<file path="src/design/ggs_pkg.sv">
// Types, codes and direction tables for the grain board block.
package ggs_pkg;

  localparam int unsigned SIDE_CAP = 16;
  localparam int unsigned CELLS    = 256;

  localparam logic [1:0] REQ_CLEAR  = 2'd0;
  localparam logic [1:0] REQ_APPEND = 2'd1;
  localparam logic [1:0] REQ_TICK   = 2'd2;
  localparam logic [1:0] REQ_SPARE  = 2'd3;

  localparam logic [2:0] ST_NONE = 3'd0;
  localparam logic [2:0] ST_FELL = 3'd1;
  localparam logic [2:0] ST_SLID = 3'd2;
  localparam logic [2:0] ST_FULL = 3'd3;

  localparam logic CFG_BOARD = 1'b0;
  localparam logic CFG_GRAV  = 1'b1;

  localparam logic [4:0] BOARD_RST = 5'd8;
  localparam logic [2:0] GRAV_RST  = 3'd3;

  typedef struct packed {
    logic [1:0] req_type;
    logic [3:0] grain_vert;
    logic [3:0] grain_horiz;
    logic       rand_bit;
  } in_item_t;

  typedef struct packed {
    logic [2:0] status;
    logic [3:0] from_vert;
    logic [3:0] from_horiz;
    logic [3:0] to_vert;
    logic [3:0] to_horiz;
    logic [8:0] grain_count;
  } out_item_t;

  typedef struct packed {
    logic [3:0] vert;
    logic [3:0] horiz;
  } pos_t;

  typedef struct packed {
    logic on_board;
    pos_t spot;
  } target_t;

  typedef enum logic [1:0] {PH_GRAV, PH_SIDE_A, PH_SIDE_B} phase_e;

  typedef enum logic [3:0] {
    S_CLR, S_IDLE, S_APP_RD, S_APP_WR, S_FETCH, S_LATCH, S_AIM, S_TEST,
    S_SHIFT_RD, S_SHIFT_WR, S_PLACE, S_FROM_RD, S_FROM_WR, S_TO_RD, S_TO_WR,
    S_DONE
  } state_e;

  // Vertical step: up is -1.
  function automatic logic signed [1:0] dir_dv(logic [2:0] d);
    logic signed [1:0] r;
    unique case (d)
      3'd0, 3'd1, 3'd7: r = -2'sd1;
      3'd2, 3'd6:       r = 2'sd0;
      default:          r = 2'sd1;
    endcase
    return r;
  endfunction

  // Horizontal step: left is -1.
  function automatic logic signed [1:0] dir_dh(logic [2:0] d);
    logic signed [1:0] r;
    unique case (d)
      3'd1, 3'd2, 3'd3: r = 2'sd1;
      3'd0, 3'd4:       r = 2'sd0;
      default:          r = -2'sd1;
    endcase
    return r;
  endfunction

  function automatic logic [2:0] side_a(logic [2:0] d);
    logic [2:0] r;
    unique case (d)
      3'd0:    r = 3'd7;
      3'd1:    r = 3'd0;
      3'd2:    r = 3'd1;
      3'd3:    r = 3'd4;
      3'd4:    r = 3'd5;
      3'd5:    r = 3'd4;
      3'd6:    r = 3'd7;
      default: r = 3'd0;
    endcase
    return r;
  endfunction

  function automatic logic [2:0] side_b(logic [2:0] d);
    logic [2:0] r;
    unique case (d)
      3'd0:    r = 3'd1;
      3'd1:    r = 3'd2;
      3'd2:    r = 3'd3;
      3'd3:    r = 3'd2;
      3'd4:    r = 3'd3;
      3'd5:    r = 3'd6;
      3'd6:    r = 3'd5;
      default: r = 3'd6;
    endcase
    return r;
  endfunction

endpackage

</file>
<file path="src/design/ggs_aim.sv">
// Neighbor cell of a grain in one direction, with the inside-board test.
module ggs_aim (
  input  ggs_pkg::pos_t    grain_i,
  input  logic [2:0]       dir_i,
  input  logic [4:0]       board_size_i,
  output ggs_pkg::target_t target_o
);

  logic [4:0]        lim;
  logic signed [1:0] dv, dh;
  logic signed [5:0] v, h;

  always_comb begin
    lim = (board_size_i > 5'(ggs_pkg::SIDE_CAP)) ? 5'(ggs_pkg::SIDE_CAP) : board_size_i;
    dv  = ggs_pkg::dir_dv(dir_i);
    dh  = ggs_pkg::dir_dh(dir_i);
    v   = $signed({2'b00, grain_i.vert}) + $signed({{4{dv[1]}}, dv});
    h   = $signed({2'b00, grain_i.horiz}) + $signed({{4{dh[1]}}, dh});
    target_o.on_board   = !v[5] && !h[5] && (v[4:0] < lim) && (h[4:0] < lim);
    target_o.spot.vert  = v[3:0];
    target_o.spot.horiz = h[3:0];
  end

endmodule

</file>
<file path="config.mk">
export PLATFORM = sky130hd
export DESIGN_NAME = ggs_aim
export DESIGN_NICKNAME = d
export VERILOG_FILES = /design/src/design/ggs_pkg.sv /design/src/design/ggs_aim.sv
export SDC_FILE = /design/constraint.sdc
export NUM_CORES = 1
export LEC_CHECK = 0
export BUFFER_PORTS_ARGS = -buffer_cell sky130_fd_sc_hd__buf_2
export CAP_MARGIN = 30
export CORE_AREA = 8 8 45 47
export DETAILED_ROUTE_END_ITERATION = 10
export DIE_AREA = 0 0 53 55
export PLACE_DENSITY = 0.69
export REMOVE_ABC_BUFFERS = 1
export SYNTH_ARGS = -nofsm -noshare
export SYNTH_HDL_FRONTEND = slang
export SYNTH_SLANG_ARGS = --single-unit
</file>
<file path="constraint.sdc">
create_clock -name vclk -period 7.7
set_input_delay 0.77 -clock vclk [all_inputs]
set_output_delay 0.77 -clock vclk [all_outputs]
set_load 0.01 [all_outputs]
</file>
== After elaboration in Yosys (flattened, before gate mapping) ==
Index checks and enable logic that the tools add are counted.
Operators by class
  add/sub/neg operators: 2
  magnitude comparators: 3
  equal/unequal tests: 6
  multiplexer cells: 3
  reductions and logical operators: 10
Operators by type and width (number)
  adder 5 x 2 -> 6 bit: 2
  < comparator 5 bit: 2
  equality test 3 bit, second input constant: 3
  one-hot mux 2 bit (2 select lines): 2
  equality test 3 x 2 -> 1 bit, second input constant: 2
  OR reduction 3 bit: 2
  greater-than comparator 5 bit, second input constant: 1
  2-to-1 mux 5 bit: 1
  OR reduction 2 bit: 2
  equality test 3 x 1 -> 1 bit, second input constant: 1
  logical AND 1 bit: 3
  zero test 3 bit: 1
  zero test 1 bit: 2
Storage, ports and cells
  bits in registers: 0
  bits of input ports: 16
  output and inout bits: 9
  word-level logic and storage cells: 24

== Depth between registers and ports, before layout ==
Gate-level depths: netlist of the first run.
  word-level depth: 8
  depth in mapped cells: 13
  depth with buffers taken out: 13

== Least setup slack after synthesis of the first run ==
Ideal clock, no wire load.
  path kind: input -> output
  from: input dir_i[1]
  to: output target_o[8] (netlist name)
  data arrival time: 2.997 ns
  required time: 6.930 ns
  setup slack: 3.933 ns
  stages: 10
  buffers on the path: 0
  path through: or2_2 > ha_1 > nor4_1 > a41oi_1 > xnor2_1 > ha_1 > and4_1 > o21ai_0 > o2111ai_1 > a2111oi_2
RTL lines
  start, declared: line ggs_aim.sv:4  | input logic [2:0] dir_i,
  end, declared: line ggs_aim.sv:6  | output ggs_pkg::target_t target_o

==> results of run 1 <==
[kinds of logic after synthesis]
family	synth area share [%]
compound gates	26.9
simple gates	17.5
fa+ha+maj	39.8
buf+inv	5.76
xor+xnor	10.1
[power by group]
part	total [W]	internal (W)	switching [W]
sequential	0	0	0
combinational	0.0000596	0.0000272	0.0000324
clock	0	0	0
total	0.0000596	0.0000272	0.0000324
[cells in the mapped netlist (2+ instances only)]
master    instances
a21oi_1           3
o21ai_2           2
and4_1            2
xor2_1            3
xnor2_1           3
ha_1             15
or2_2             2
o21ai_0           3
nand3_1           2
nand2b_1          2
nand2_1           6
a21o_1            2
inv_1             8
[critical path: cells and delay by family]
family                   cells  cell delay [ns]
adder cells (fa/ha/maj)      2             0.70
buffers and inverters        4             0.50
XOR/XNOR                     1             0.16
AO/OA/AOI/OAI                6             0.91
AND/OR/NAND/NOR              1             0.20
[metal layers]
metal	wire, um	up-vias	global-route usage [%]
li1	-	296	-
met1	587	233	10.4
met2	616	15	15.6
met3	95	0	1.07
met4	0	0	0
met5	0	-	0
[area by class of cell]
cell class | instances | area (sq um) | share of cell area [%]
multi-input cells | 58 | 492 | 73.7
repair buffers | 25 | 125 | 18.8
inverters | 8 | 30.0 | 4.50
well taps | 16 | 20.0 | 3.00
[through the flow]
stage	util (%)	std cells	hold WS [ns]
6_report	48.2	107	1.88
5_1_grt	48.2	107	1.91
4_1_cts	48.2	107	1.89
3_5_place_dp	48.2	107	1.89
3_3_place_gp	48.2	107	1.89
2_1_floorplan	-	66	1.63
[worst paths after layout]
path,from,to,slack (ns)
min,grain_i[0],target_o[0],1.88
max,dir_i[2],target_o[8],3.68
==> summary by stage, run 1 <==
Status
The flow ran to the end, and the final reports show no timing, DRC or antenna violations.

Hold path
In this run the worst hold path is classified as input pin to primary output. Along the worst hold path, the cell count comes to 3.

Worst setup path
The data required time of the worst path is 6.93 ns. The category of the worst setup path capture point is a primary output. Traced cell by cell, the critical path runs through buf_2 > o21ai_2 > inv_1 > fa_1 > inv_1 > a21oi_1 > o21bai_1 > xnor2_1 > ha_1 > and4_1 > o21ai_0 > o2111ai_1 > a2111oi_2 > buf_2.

The cell type of the slowest stage on the worst timing path is fa_1. For the worst setup path, the data arrival time is 3.25 ns. In this run the worst path has a maximum fanout of 6.

The classification of the worst setup path is input pin to primary output. On the worst path, the slowest cell contributes a delay of 0.44 ns. STA classifies the critical path startpoint as an input pin.

STA
After layout, the worst setup slack is 3.68 ns. The highest achievable clock rate is 0.249 GHz. Setup repair after global routing left no endpoint under its margin.

The total negative slack is 0 ns. Subtracting the final worst setup slack from the clock period gives 4.02 ns. In this run the tightest slew margin relative to its limit is 72.4%. Setup violations remaining at the end of the flow were counted as 0. The transition at the pin with the smallest max-transition slack is 0.411 ns. The number of failing hold endpoints at the final stage is 0. The final max-slew violation count is 0. The final cycle utilization of the critical path is 52.2%.

Synth
Summed over its instances, the top area cell type makes up 36.0% of the synthesized netlist area. Ranked by total cell area, the synthesized netlist is headed by ha_1, inv_1, xnor2_1, xor2_1, nand2_1. Summing every instance area after synthesis gives 522 sq um.

The cell type contributing the most total cell area after synthesis is ha_1. The sequential share of the synthesized area is 0%. Dividing the synthesized area by the synthesized cell count gives 7.91 sq um. The distinct cell type count after synthesis is 26. The number of warnings issued by yosys is 0.

The cell count after synthesis is 66.

Floorplanning
The starting density of the core is 37.7%. From bottom edge to top edge, the die measures 55 um. The top-level I/O count is 25. The total die area is 2920 sq um. The die is 53 um wide. Row generation in the floorplan step produced 14 rows. The placeable core area is 1380 sq um.

Routing
The via-per-instance ratio is 5.08. The via count is 544. The first routing iteration left 0 violations.

The number of nets with antenna violations after routing is 0. In the routed design, unresolved DRC markers number 0. The wire length reported by the detailed router is 1.30 mm. The detailed-routing iteration count for the pre-antenna-repair pass is 1. The routed wirelength normalized by instance count is 12.1 um.

Global routing
The total routing usage reported by global routing is 8.35%. The pin count of the biggest net entering global routing is 7. The first global-routing pass estimated 2.01 mm of wire. The number of global-route vias before repair came to 500. The leftover overflow at the end of global routing is 0.

The initial antenna violation count was 0.

Placement
The count of buffers from port buffering is 25. Timing analysis after detailed placement gives a worst setup slack of 3.65 ns. Once placement finished, the instance area stood at 667 sq um. Summed over all nets, the half-perimeter wirelength after detailed placement is 1.23 mm.

The placer congestion estimate is 0.813.

Power and ir drop
In this run the static leakage power is 0.365 nW. The worst-case IR drop observed on VDD is 36.6 uV. The post-route total power is 0.0000596 W. The power per unit of standard cell area is 89.3 nW/um^2.

Cells and area
The share of layout cells above drive strength 1 is 33.0%. The synthesis-to-layout area growth is 27.8%. The sequential cells in the finished layout cover a total of 0 sq um.

The final layout net count is 125. The clock buffers instantiated in the layout total 0. The number of inserted diodes is 0. Leaving out fill and tap cells, the most frequent cell in the layout is buf_2. The library cells used most frequently in the layout, excluding fill and tap cells, are buf_2, ha_1, inv_1. The design has 0 sequential cells. The count of fill cells added during filler insertion is 139. The finished cells cover 667 sq um.

Clocking
Hold repair after CTS inserted 0 buffers. The number of gates given a new drive strength after cts is 0. The number of setup buffers added after CTS is 0.

Job
The count of max-cap constraint violations is 0.
No activity file was read; power rests on OpenSTA's default activity.
==> inputs of run 2 (changes only) <==
--- a/config.mk
+++ b/config.mk
@@ -10,7 +10,7 @@
 export CORE_AREA = 8 8 45 47
 export DETAILED_ROUTE_END_ITERATION = 10
 export DIE_AREA = 0 0 53 55
-export PLACE_DENSITY = 0.69
+export PLACE_DENSITY = 0.72
 export REMOVE_ABC_BUFFERS = 1
 export SYNTH_ARGS = -nofsm -noshare
 export SYNTH_HDL_FRONTEND = slang
==> constraint.sdc (replaced) <==
create_clock -name vclk -period 3.5
set_input_delay 0.35 -clock vclk [all_inputs]
set_output_delay 0.35 -clock vclk [all_outputs]
set_load 0.01 [all_outputs]
==> summary by stage, run 2 (synthesized netlist as in run 1, its figures left out) <==
Hold path
For hold timing, the worst endpoint is target_o[4]. The tightest min-delay check is of the input pin to primary output type. Counting instances, the worst hold path has a depth of 3. The hold path startpoint is grain_i[4].

Worst setup path
The data arrival time of the critical path is 2.90 ns. The category of the worst setup path capture point is a primary output. The largest individual stage delay along the critical path comes from the cell fa_1. The signal on the critical path passes through buf_2 > o21ai_2 > inv_1 > fa_1 > inv_1 > a21oi_1 > o21bai_1 > xnor2_1 > ha_1 > and4_1 > o21ai_0 > o2111ai_1 > a2111oi_2 > buf_2. The number of buffers and inverters on the critical path is 4. The delay of the slowest cell on the worst path is 0.44 ns. Of all nets on the critical path, the largest fanout is 6. Broken down by cell family, the worst path's largest delay share belongs to compound AO/OA/AOI/OAI gates.

The worst setup path is launched from an input pin. Data on the critical path is required at its endpoint by 3.15 ns. By startpoint and endpoint, the worst setup path is classified as input pin to primary output.

STA
The worst pin sits at a relative slew slack of 72.8%. After routing, the total negative slack on setup checks comes to 0 ns. The final cycle utilization of the critical path is 92.8%.

The worst path meets setup with 0.250 ns of slack. Setup repair after global routing left no endpoint under its margin. The clock period could shrink to 3.25 ns. The final max-slew violation count is 0. The number of failing hold endpoints at the final stage is 0.

The transition at the pin with the smallest max-transition slack is 0.404 ns. Setup violations remaining at the end of the flow were counted as 0. For this run, the top clock speed supported by timing is 0.308 GHz.

Hold is met by 1.05 ns.

Routing
The routed wirelength normalized by instance count is 12.1 um. The wire length reported by the detailed router is 1.29 mm. The violation count after the first detailed-routing iteration is 2.

The via count is 561. The number of nets with antenna violations after routing is 0. The first detailed-routing pass ran for 4 iterations. The via-per-instance ratio is 5.24. The number of DRC violations after detailed routing is 0.

Placement
The placer congestion estimate is 0.872. The pre-CTS setup slack is 0.237 ns. The count of buffers added on input and output ports is 25.

The HPWL after detailed placement is 1.21 mm.

Global routing
The initial antenna violation count is 0. The global-route wire length before repair is 2.18 mm. For this run the aggregate overflow at the end of global routing stands at 0. The number of global-route vias before repair is 562.

The total routing usage reported by global routing is 9.01%. The pin count of the biggest net entering global routing is 7.

Power and ir drop
The power per unit of standard cell area is 198 nW/um^2. Across the VDD grid, the largest voltage drop is 92.3 uV. In this run the power spent charging and discharging nets is 0.0000719 W.

Of the total power, the share spent switching nets is 54.4%. The combinational share of power is 100.0%. The sequential power share is 0%.

The clock network accounts for 0% of the total power. Summed over all cells, the static leakage comes to 0.365 nW. The internal power of the cells totals 0.0000604 W.

Cells and area
Leaving out fill and tap cells, the most frequent cell in the layout is buf_2. The number of inserted diodes is 0. Counting the clock-network buffers in the layout gives 0.

The count of fill cells added during filler insertion is 153. Compared with the post-synthesis result, the final layout area differs by 27.8%. The number of sequential storage elements is 0. Across the whole layout, storage elements account for 0 sq um. The final layout net count is 125. In the final layout, the share of cells above drive strength 1 is 33.0%. The top cell types in the final layout, fill and taps aside, are buf_2, ha_1, inv_1.

Clocking
The number of gates resized after CTS was 0. In this run the post-CTS setup repair buffer count came out at 0. The hold buffer count at cts is 0.

Floorplanning
The placeable core area is 1380 sq um. The die covers 2920 sq um. Once the floorplan was initialized, standard cells occupied 37.7% of the core. Row generation in the floorplan step produced 14 rows. The horizontal die dimension is 53 um. The chip height is 55 um.

The top-level I/O count is 25.

Job
Across the run, the number of max-cap violations was 0.

Status
The run finished with clean final reports.
[run 2: power groups by stage]
stage	combinational, W	sequential (W)	clock, W
6_report	0.000132	0	0
5_1_grt	0.000152	0	0
4_1_cts	0.000135	0	0
3_5_place_dp	0.000134	0	0
3_3_place_gp	0.000130	0	0
2_1_floorplan	0.0000875	0	0
[run 2: through the flow]
stage          power (W)  util (%)  std cells  cell area, sq um
5_1_grt         0.000152      48.2        107               667
2_1_floorplan  0.0000875         -         66               522
3_3_place_gp    0.000130      48.2        107               667
4_1_cts         0.000135      48.2        107               667
3_5_place_dp    0.000134      48.2        107               667
6_report        0.000132      48.2        107               667
[run 2: final cells by class]
type	instances	area, sq um	area share (%)
inverters	8	30.0	4.50
multi-input cells	58	492	73.7
well taps	16	20.0	3.00
repair buffers	25	125	18.8
[run 2: worst max path at each step]
stage	from	end	slack (ns)	cells past startpoint
floorplan	dir_i[1]	target_o[8]	0.57	10
finish	dir_i[2]	target_o[8]	0.25	14
CTS	dir_i[2]	target_o[8]	0.24	14
detailed placement	dir_i[2]	target_o[8]	0.24	14
global route	dir_i[2]	target_o[8]	0.04	14
global placement	dir_i[2]	target_o[8]	0.31	14
[run 2: worst min-delay path, cell delays in order]
cell	delay (ns)
buf_2	0.08
ha_1	0.14
buf_2	0.13
[run 2: layer usage]
layer | vias to the layer above | GRT usage [%] | routed length (um)
met1 | 252 | 10.9 | 536
met3 | 0 | 1.07 | 120
met2 | 15 | 17.4 | 637
met4 | 0 | 0 | 0
li1 | 294 | - | -
met5 | - | 0 | 0
